==> config.mk <==
export PLATFORM = sky130hd
export DESIGN_NAME = escaped_field_message_deframer_unit
export DESIGN_NICKNAME = d
export VERILOG_FILES = /design/src/rtl/core/edfd_pkg.sv /design/src/rtl/core/edfd_core.sv /design/src/rtl/core/edfd_out_reg.sv /design/src/rtl/core/escaped_field_message_deframer_unit.sv
export SDC_FILE = /design/constraint.sdc
export NUM_CORES = 1
export LEC_CHECK = 0
export ABC_AREA = 1
export BUFFER_PORTS_ARGS = -buffer_cell sky130_fd_sc_hd__buf_2
export CAP_MARGIN = 10
export CORE_AREA = 4 4 155 157
export CTS_CLUSTER_DIAMETER = 200
export CTS_CLUSTER_SIZE = 10
export DETAILED_ROUTE_END_ITERATION = 10
export DIE_AREA = 0 0 159 161
export PLACE_DENSITY = 0.48
export SYNTH_ARGS = -nofsm -noshare
export SYNTH_HDL_FRONTEND = slang
export SYNTH_SLANG_ARGS = --single-unit
==> constraint.sdc <==
create_clock -name clk_i -period 4.1 [get_ports clk_i]
set_clock_uncertainty 0.1 [all_clocks]
set_input_delay 0.205 -clock clk_i [delete_from_list [all_inputs] [get_ports clk_i]]
set_output_delay 0.205 -clock clk_i [all_outputs]
set_load 0.01 [all_outputs]
==> src/rtl/core/edfd_pkg.sv <==
// Shared types and constants for the escaped field message deframer.
package edfd_pkg;

  localparam int unsigned PARAM_LEN_LIMIT = 1023;
  localparam int unsigned PARAM_LEN_CAP   = (PARAM_LEN_LIMIT > 1023) ? 1023 : PARAM_LEN_LIMIT;

  localparam int unsigned TokenMax   = 5;
  localparam int unsigned TDataWidth = 40;

  localparam logic [7:0] CHAR_AMP    = 8'h26;
  localparam logic [7:0] CHAR_SEMI   = 8'h3B;
  localparam logic [7:0] CHAR_BSLASH = 8'h5C;

  typedef enum logic [2:0] {
    EV_PAYLOAD    = 3'd0,
    EV_MSG_START  = 3'd1,
    EV_PARAM_END  = 3'd2,
    EV_LAST_END   = 3'd3,
    EV_LEN_ERROR  = 3'd4,
    EV_ABORTED    = 3'd5
  } event_e;

  typedef struct packed {
    event_e             event_res;
    logic [7:0]         data_byte;
    logic [9:0]         param_length;
    logic signed [17:0] count_value;
  } result_t;

endpackage

==> src/rtl/core/edfd_core.sv <==
// Deframer state registers and per-byte next-state and result logic.
module edfd_core (
  input  logic                 clk_i,
  input  logic                 rst_ni,
  input  logic                 accept_i,
  input  logic                 action_i,
  input  logic [7:0]           in_byte_i,
  output logic                 res_valid_o,
  output edfd_pkg::result_t    res_o
);

  typedef enum logic [1:0] {
    PH_HEAD  = 2'd0,
    PH_LEN   = 2'd1,
    PH_PARAM = 2'd2
  } phase_e;

  typedef enum logic [1:0] {
    NP_SPACE  = 2'd0,
    NP_SIGN   = 2'd1,
    NP_DIGITS = 2'd2,
    NP_DONE   = 2'd3
  } num_phase_e;

  phase_e      phase_q, phase_d;
  num_phase_e  num_phase_q, num_phase_d;
  logic        amp_seen_q, amp_seen_d;
  logic        esc_q, esc_d;
  logic [2:0]  token_chars_q, token_chars_d;
  logic        neg_q, neg_d;
  logic [16:0] num_val_q, num_val_d;
  logic [16:0] params_left_q, params_left_d;
  logic [9:0]  param_bytes_q, param_bytes_d;

  logic        do_clear;
  logic        go_len;
  logic        is_digit;
  logic        is_space;
  logic [3:0]  digit_val;
  logic [20:0] num_times_ten;

  assign is_digit      = (in_byte_i >= 8'h30) && (in_byte_i <= 8'h39);
  assign is_space      = (in_byte_i == 8'h20) || ((in_byte_i >= 8'h09) && (in_byte_i <= 8'h0D));
  assign digit_val     = in_byte_i[3:0];
  assign num_times_ten = {1'b0, num_val_q, 3'b000} + {3'b000, num_val_q, 1'b0}
                         + {17'd0, digit_val};

  always_comb begin
    phase_d       = phase_q;
    num_phase_d   = num_phase_q;
    amp_seen_d    = amp_seen_q;
    esc_d         = esc_q;
    token_chars_d = token_chars_q;
    neg_d         = neg_q;
    num_val_d     = num_val_q;
    params_left_d = params_left_q;
    param_bytes_d = param_bytes_q;
    do_clear      = 1'b0;
    go_len        = 1'b0;
    res_valid_o   = 1'b0;
    res_o         = '0;

    if (accept_i) begin
      if (action_i) begin
        do_clear = 1'b1;
      end else begin
        case (phase_q)
          PH_LEN: begin
            if (in_byte_i == edfd_pkg::CHAR_SEMI) begin
              res_valid_o = 1'b1;
              if (num_val_q == '0) begin
                do_clear        = 1'b1;
                res_o.event_res = edfd_pkg::EV_LEN_ERROR;
              end else begin
                res_o.event_res   = edfd_pkg::EV_MSG_START;
                res_o.count_value = neg_q ? -$signed({1'b0, num_val_q})
                                          : $signed({1'b0, num_val_q});
                params_left_d     = (!neg_q && (num_val_q >= 17'd2)) ?
                                    (num_val_q - 17'd1) : 17'd1;
                param_bytes_d     = '0;
                esc_d             = 1'b0;
                phase_d           = PH_PARAM;
              end
            end else if (token_chars_q >= 3'(edfd_pkg::TokenMax)) begin
              res_valid_o     = 1'b1;
              res_o.event_res = edfd_pkg::EV_LEN_ERROR;
              do_clear        = 1'b1;
            end else begin
              token_chars_d = token_chars_q + 3'd1;
              case (num_phase_q)
                NP_SPACE: begin
                  if (is_space) begin
                    num_phase_d = NP_SPACE;
                  end else if ((in_byte_i == 8'h2B) || (in_byte_i == 8'h2D)) begin
                    neg_d       = (in_byte_i == 8'h2D);
                    num_phase_d = NP_SIGN;
                  end else if (is_digit) begin
                    num_val_d   = {13'd0, digit_val};
                    num_phase_d = NP_DIGITS;
                  end else begin
                    num_phase_d = NP_DONE;
                  end
                end
                NP_SIGN, NP_DIGITS: begin
                  if (is_digit) begin
                    num_val_d   = num_times_ten[16:0];
                    num_phase_d = NP_DIGITS;
                  end else begin
                    num_phase_d = NP_DONE;
                  end
                end
                default: begin
                  num_phase_d = NP_DONE;
                end
              endcase
            end
          end
          PH_PARAM: begin
            if (!esc_q && (in_byte_i == edfd_pkg::CHAR_SEMI)) begin
              res_valid_o        = 1'b1;
              res_o.param_length = param_bytes_q;
              if (params_left_q <= 17'd1) begin
                res_o.event_res = edfd_pkg::EV_LAST_END;
                do_clear        = 1'b1;
              end else begin
                res_o.event_res = edfd_pkg::EV_PARAM_END;
                params_left_d   = params_left_q - 17'd1;
                param_bytes_d   = '0;
              end
            end else if (!esc_q && (in_byte_i == edfd_pkg::CHAR_BSLASH)) begin
              esc_d = 1'b1;
            end else if (!esc_q && (in_byte_i == edfd_pkg::CHAR_AMP)) begin
              res_valid_o     = 1'b1;
              res_o.event_res = edfd_pkg::EV_ABORTED;
              do_clear        = 1'b1;
            end else begin
              esc_d           = 1'b0;
              res_valid_o     = 1'b1;
              res_o.event_res = edfd_pkg::EV_PAYLOAD;
              res_o.data_byte = in_byte_i;
              if (param_bytes_q < 10'(edfd_pkg::PARAM_LEN_CAP)) begin
                param_bytes_d = param_bytes_q + 10'd1;
              end
            end
          end
          default: begin
            phase_d = PH_HEAD;
            if (amp_seen_q) begin
              if (in_byte_i == edfd_pkg::CHAR_SEMI) begin
                do_clear = 1'b1;
                go_len   = 1'b1;
              end else if (in_byte_i != edfd_pkg::CHAR_AMP) begin
                amp_seen_d = 1'b0;
              end
            end else if (in_byte_i == edfd_pkg::CHAR_AMP) begin
              amp_seen_d = 1'b1;
            end
          end
        endcase
      end
    end

    if (do_clear) begin
      phase_d       = go_len ? PH_LEN : PH_HEAD;
      num_phase_d   = NP_SPACE;
      amp_seen_d    = 1'b0;
      esc_d         = 1'b0;
      token_chars_d = '0;
      neg_d         = 1'b0;
      num_val_d     = '0;
      params_left_d = '0;
      param_bytes_d = '0;
    end
  end

  always_ff @(posedge clk_i or negedge rst_ni) begin
    if (!rst_ni) begin
      phase_q       <= PH_HEAD;
      num_phase_q   <= NP_SPACE;
      amp_seen_q    <= 1'b0;
      esc_q         <= 1'b0;
      token_chars_q <= '0;
      neg_q         <= 1'b0;
      num_val_q     <= '0;
      params_left_q <= '0;
      param_bytes_q <= '0;
    end else begin
      phase_q       <= phase_d;
      num_phase_q   <= num_phase_d;
      amp_seen_q    <= amp_seen_d;
      esc_q         <= esc_d;
      token_chars_q <= token_chars_d;
      neg_q         <= neg_d;
      num_val_q     <= num_val_d;
      params_left_q <= params_left_d;
      param_bytes_q <= param_bytes_d;
    end
  end

endmodule

==> src/rtl/core/edfd_out_reg.sv <==
// Result register holding one transaction for the master side.
module edfd_out_reg (
  input  logic                 clk_i,
  input  logic                 rst_ni,
  input  logic                 load_i,
  input  edfd_pkg::result_t    res_i,
  input  logic                 ready_i,
  output logic                 valid_o,
  output logic                 free_o,
  output edfd_pkg::result_t    res_o
);

  logic              valid_q, valid_d;
  edfd_pkg::result_t res_q;

  assign free_o  = !valid_q || ready_i;
  assign valid_d = load_i ? 1'b1 : (ready_i ? 1'b0 : valid_q);
  assign valid_o = valid_q;
  assign res_o   = res_q;

  always_ff @(posedge clk_i or negedge rst_ni) begin
    if (!rst_ni) begin
      valid_q <= 1'b0;
    end else begin
      valid_q <= valid_d;
    end
  end

  always_ff @(posedge clk_i) begin
    if (load_i) begin
      res_q <= res_i;
    end
  end

endmodule

==> src/rtl/core/escaped_field_message_deframer_unit.sv <==
// Top level of the escaped field message deframer.
// A result appears on the master side in the cycle after its input transaction is accepted.
// Throughput: one input transaction per cycle; input stalls only while a result waits.
// The bytes that give no result (header, token, backslash, flush) are still accepted as transactions.
// Reset (rst_ni low, asynchronous) returns to header search with no result pending.
module escaped_field_message_deframer_unit (
  input  logic        clk_i,
  input  logic        rst_ni,
  input  logic        s_axis_tvalid_i,
  output logic        s_axis_tready_o,
  input  logic [7:0]  s_axis_tdata_i,   // [7:0] in_byte
  input  logic        s_axis_tuser_i,   // [0] action
  output logic        m_axis_tvalid_o,
  input  logic        m_axis_tready_i,
  output logic [39:0] m_axis_tdata_o,   // [7:0] data_byte, [17:8] param_length,
                                        // [35:18] count_value, [39:36] zero
  output logic [2:0]  m_axis_tuser_o    // [2:0] event_res
);

  logic              accept;
  logic              res_valid;
  logic              free;
  edfd_pkg::result_t res_core;
  edfd_pkg::result_t res_out;

  assign s_axis_tready_o = free;
  assign accept          = s_axis_tvalid_i && free;

  edfd_core u_core (
    .clk_i       (clk_i),
    .rst_ni      (rst_ni),
    .accept_i    (accept),
    .action_i    (s_axis_tuser_i),
    .in_byte_i   (s_axis_tdata_i),
    .res_valid_o (res_valid),
    .res_o       (res_core)
  );

  edfd_out_reg u_out (
    .clk_i   (clk_i),
    .rst_ni  (rst_ni),
    .load_i  (accept && res_valid),
    .res_i   (res_core),
    .ready_i (m_axis_tready_i),
    .valid_o (m_axis_tvalid_o),
    .free_o  (free),
    .res_o   (res_out)
  );

  assign m_axis_tdata_o = {4'b0000, res_out.count_value, res_out.param_length,
                           res_out.data_byte};
  assign m_axis_tuser_o = res_out.event_res;

endmodule

==> results.yml <==
setup_path:
  reg2reg_setup_slack_ns: 0.52
  r2r_end: "u_core.params_left_q[16]"
  end_kind: "flip-flop"
  critPathMaxFanout: 34
  slowest_stage: "nand2_4"
  cp_data_required_time_ns: 4.28
  cp-start-kind: "flip-flop"
  reg2reg_depth: 22
  crit_chain: "inv_1 -> ha_1 -> inv_1 -> nor2_1 -> inv_1 -> nor2_1 -> nand2_1 -> nor2_1 -> ha_1 -> inv_1 -> nand3_1 -> nand3_1 -> nand2_1 -> inv_1 -> nand3_2 -> nand3_2 -> o21ai_1 -> nand2_1 -> clkinv_1 -> nand2_4 -> nand2_1 -> o21ai_2"
  crit_type: "reg -> reg"
  reg2reg_from: "u_core.num_val_q[1]"
  arrival_ns: 3.76
  critPathMaxStageDelay_ns: 0.49
  path_common_cell: "inv_1"
placed_design:
  gp_congestion: 0.9591
  io_buffers: 53
  dp_hpwl_um: 13520
yosys:
  synth_edf_count: 39
  synth_top_area_share_pct: 20.55
  synthDistinctLibCells: 50
  postSynthCellCount: 838
  synth_commonest_cells: "nand2_1 (180), nor2_1 (102), inv_1 (89), dfrtp_1 (55), nand3_1 (49)"
  yosysWarnings: 0
  async_flop_share_pct: 58.51
  synthTopCellsByArea: "dfrtp_1 (21%), edfxtp_1 (17%), nand2_1 (10%)"
  yosysTopAreaCell: "dfrtp_1"
  synth_seq_cells: 94
  synth_most_common_cell: "nand2_1"
  synth.yosys.seq_area_share_pct: 38.04
  synthesis.area_mm2: 0.006696
  synth_area_per_cell_um2: 7.991
  ys.flop_type: "dfrtp_1"
route:
  wl_per_cell_um: 14.86
  num_vias: 5589
  drc: 0
  vias_per_cell: 4.732
  dr.pass1.iters: 4
  drtAntennaViolNets: 0
  wl_um: 17550
  drtIter0Drc: 315
floorplanning:
  start_util_pct: 29.76
  placementRows: 55
  die-height_um: 161
  num_io_pins: 58
  core_mm2: 0.02250
  dieArea_mm2: 0.02560
  die_w_um: 159
finish:
  nets: 947
  final_util_pct: 33.57
  fillers: 2347
  area_growth_pct: 12.82
  drive_above_1_share_pct: 14.96
  antenna_cells: 0
clocking:
  cts-root-buf: "clkbuf_16"
  clk_path_buf_depth: 2
  cts_tree: "yes"
  clk_latency_ns: 0.36
  cts.sinks: 94
  cts_buffers: 9
  cts.clk_slew.worst_paths_ns: 0.08
  h-tree-depth: 3
worst_hold_path:
  hp-start: "m_axis_tready_i"
  hold_depth: 4
  worstHoldPathType: "in -> reg"
  hold-path-endpoint: "u_out.valid_o"
outcome:
  status: "finished clean"
timing:
  finalHoldWorstSlack_ns: 0.05524
  slew_violations: 0
  max_freq_ghz: 0.2792
  period_needed_ns: 3.582
  finalHoldViolations: 0
  tns_ns: 0
  maxSlewHeadroom_pct: 54.81
  setup_violations: 0
  worst_pin_slew_ns: 0.6779
  grt_setup_unrepaired: "false"
  min_period_over_period_pct: 87.36
power_and_ir_drop:
  ir_drop_v: 0.0002303
  power_mw: 4.381
  pwr_density_cell_mw_per_mm2: 579.9
  p_leak_nw: 3.551
global_route:
  antenna_found_initial: 0
  grt_max_degree: 47
  grt_pass1_vias: 5380
  grt_usage_pct: 13.64
  grt_pass1_wl_um: 28390
  gr-total-overflow: 0
run:
  maxCapViolations: 0
-- metrics by stage --
step	std cells	worst slack, ns	instance area [um^2]
floorplan	841	0.8044	6708
global route	1181	0.09044	7555
detailed placement	1164	0.5325	7256
finish	1181	0.5182	7555
global placement	1164	0.6664	7256
CTS	1181	0.5104	7555
-- cells by family after synthesis --
| kind of cell | after synthesis | synth area share (%) |
|---|---|---|
| AOI/OAI and AO/OA | 137 | 13.19 |
| xor gates and xnor gates | 47 | 6.147 |
| adders and majority gates | 43 | 8.259 |
| buffers and inverters | 122 | 7.773 |
| DFF | 94 | 38.04 |
| other | 1 | 0.05600 |
| and+or+nand+nor | 394 | 26.53 |
-- per-layer routing --
layer  vias to the layer above  track usage [%]  share of wire [%]
met5                         -                0                  0
met4                         0            4.024                1.4
met3                        16            2.016                2.2
met2                        62            23.26                 50
met1                      2634            18.05                 47
li1                       2877                -                  -
-- placed cells by master (no fill, tap or decap), drive strengths merged --
master | synthesis | layout
a211oi | 3 | 3
a21o | 2 | 2
a21oi | 36 | 36
a31o | 2 | 2
and3 | 1 | 1
buf | 16 | 61
clkbuf | 7 | 9
clkinv | 4 | 4
clkinvlp | 0 | 2
conb | 1 | 4
dfrtp | 55 | 55
dlygate4sd3 | 0 | 1
edfxtp | 39 | 39
fa | 2 | 2
ha | 41 | 41
inv | 95 | 100
nand2 | 189 | 189
nand3 | 52 | 52
nand3b | 7 | 7
nand4 | 21 | 21
nor2 | 106 | 106
nor3 | 11 | 11
nor3b | 1 | 1
nor4 | 2 | 2
o2111ai | 2 | 2
o211ai | 6 | 6
o21a | 5 | 5
o21ai | 62 | 62
o21bai | 10 | 10
o221ai | 1 | 1
o22ai | 6 | 6
o31ai | 2 | 2
or2 | 4 | 4
xnor2 | 14 | 14
xor2 | 33 | 33
-- critical path, delay by kind of cell (launching register included) --
kind / cells / cell delay (ns)
compound gates: 2 / 0.16
flops: 1 / 0.45
simple gates: 12 / 1.55
fa+ha+maj: 2 / 0.41
buf+inv: 6 / 0.84
-- sequential cells by signal, summed over array words and instances (netlist names) --
signal	count
u_core.num_val_q	17
u_core.amp_seen_q	1
u_out.res_o	39
u_core.neg_q	1
u_core.params_left_q	17
u_core.phase_q	2
u_core.esc_q	1
u_core.param_bytes_q	10
u_core.token_chars_q	3
u_out.valid_o	1
u_core.num_phase_q	2
-- where the power goes --
group | switching [mW] | internal [mW]
registers | 0.227 | 1.12
logic | 1.38 | 0.811
clock network | 0.415 | 0.427
total | 2.02 | 2.36
-- worst max-delay path by stage --
stage | to | start
after floorplan | u_out.res_o[0] | u_core.phase_q[0]
after global placement | u_core.params_left_q[8] | u_core.num_val_q[1]
after detailed placement | u_core.params_left_q[16] | u_core.num_val_q[1]
after CTS | u_core.params_left_q[16] | u_core.num_val_q[1]
after global routing | u_core.params_left_q[13] | u_core.num_val_q[1]
final | u_core.params_left_q[16] | u_core.num_val_q[1]
-- cell type report --
type                       instances  area (um^2)  share of cell area, %
clock buffer                       9        225.2                  2.981
clock inverter                     7        63.81                 0.8447
inverter                          99        379.1                  5.018
multi-input combinational        625         3647                  48.28
sequential                        94         2547                  33.72
tap                              285        356.6                  4.720
timing repair buffer              62        335.3                  4.439
-- timing repair --
action / 4_1_cts / 5_1_grt
endpoints found under the hold margin: 22 / 0
gates resized for setup: 0 / 0
endpoints found under the setup margin: 0 / 0
hold buffers: 1 / 0
setup buffers: 0 / 0
Power figures use the tool's default switching activity.
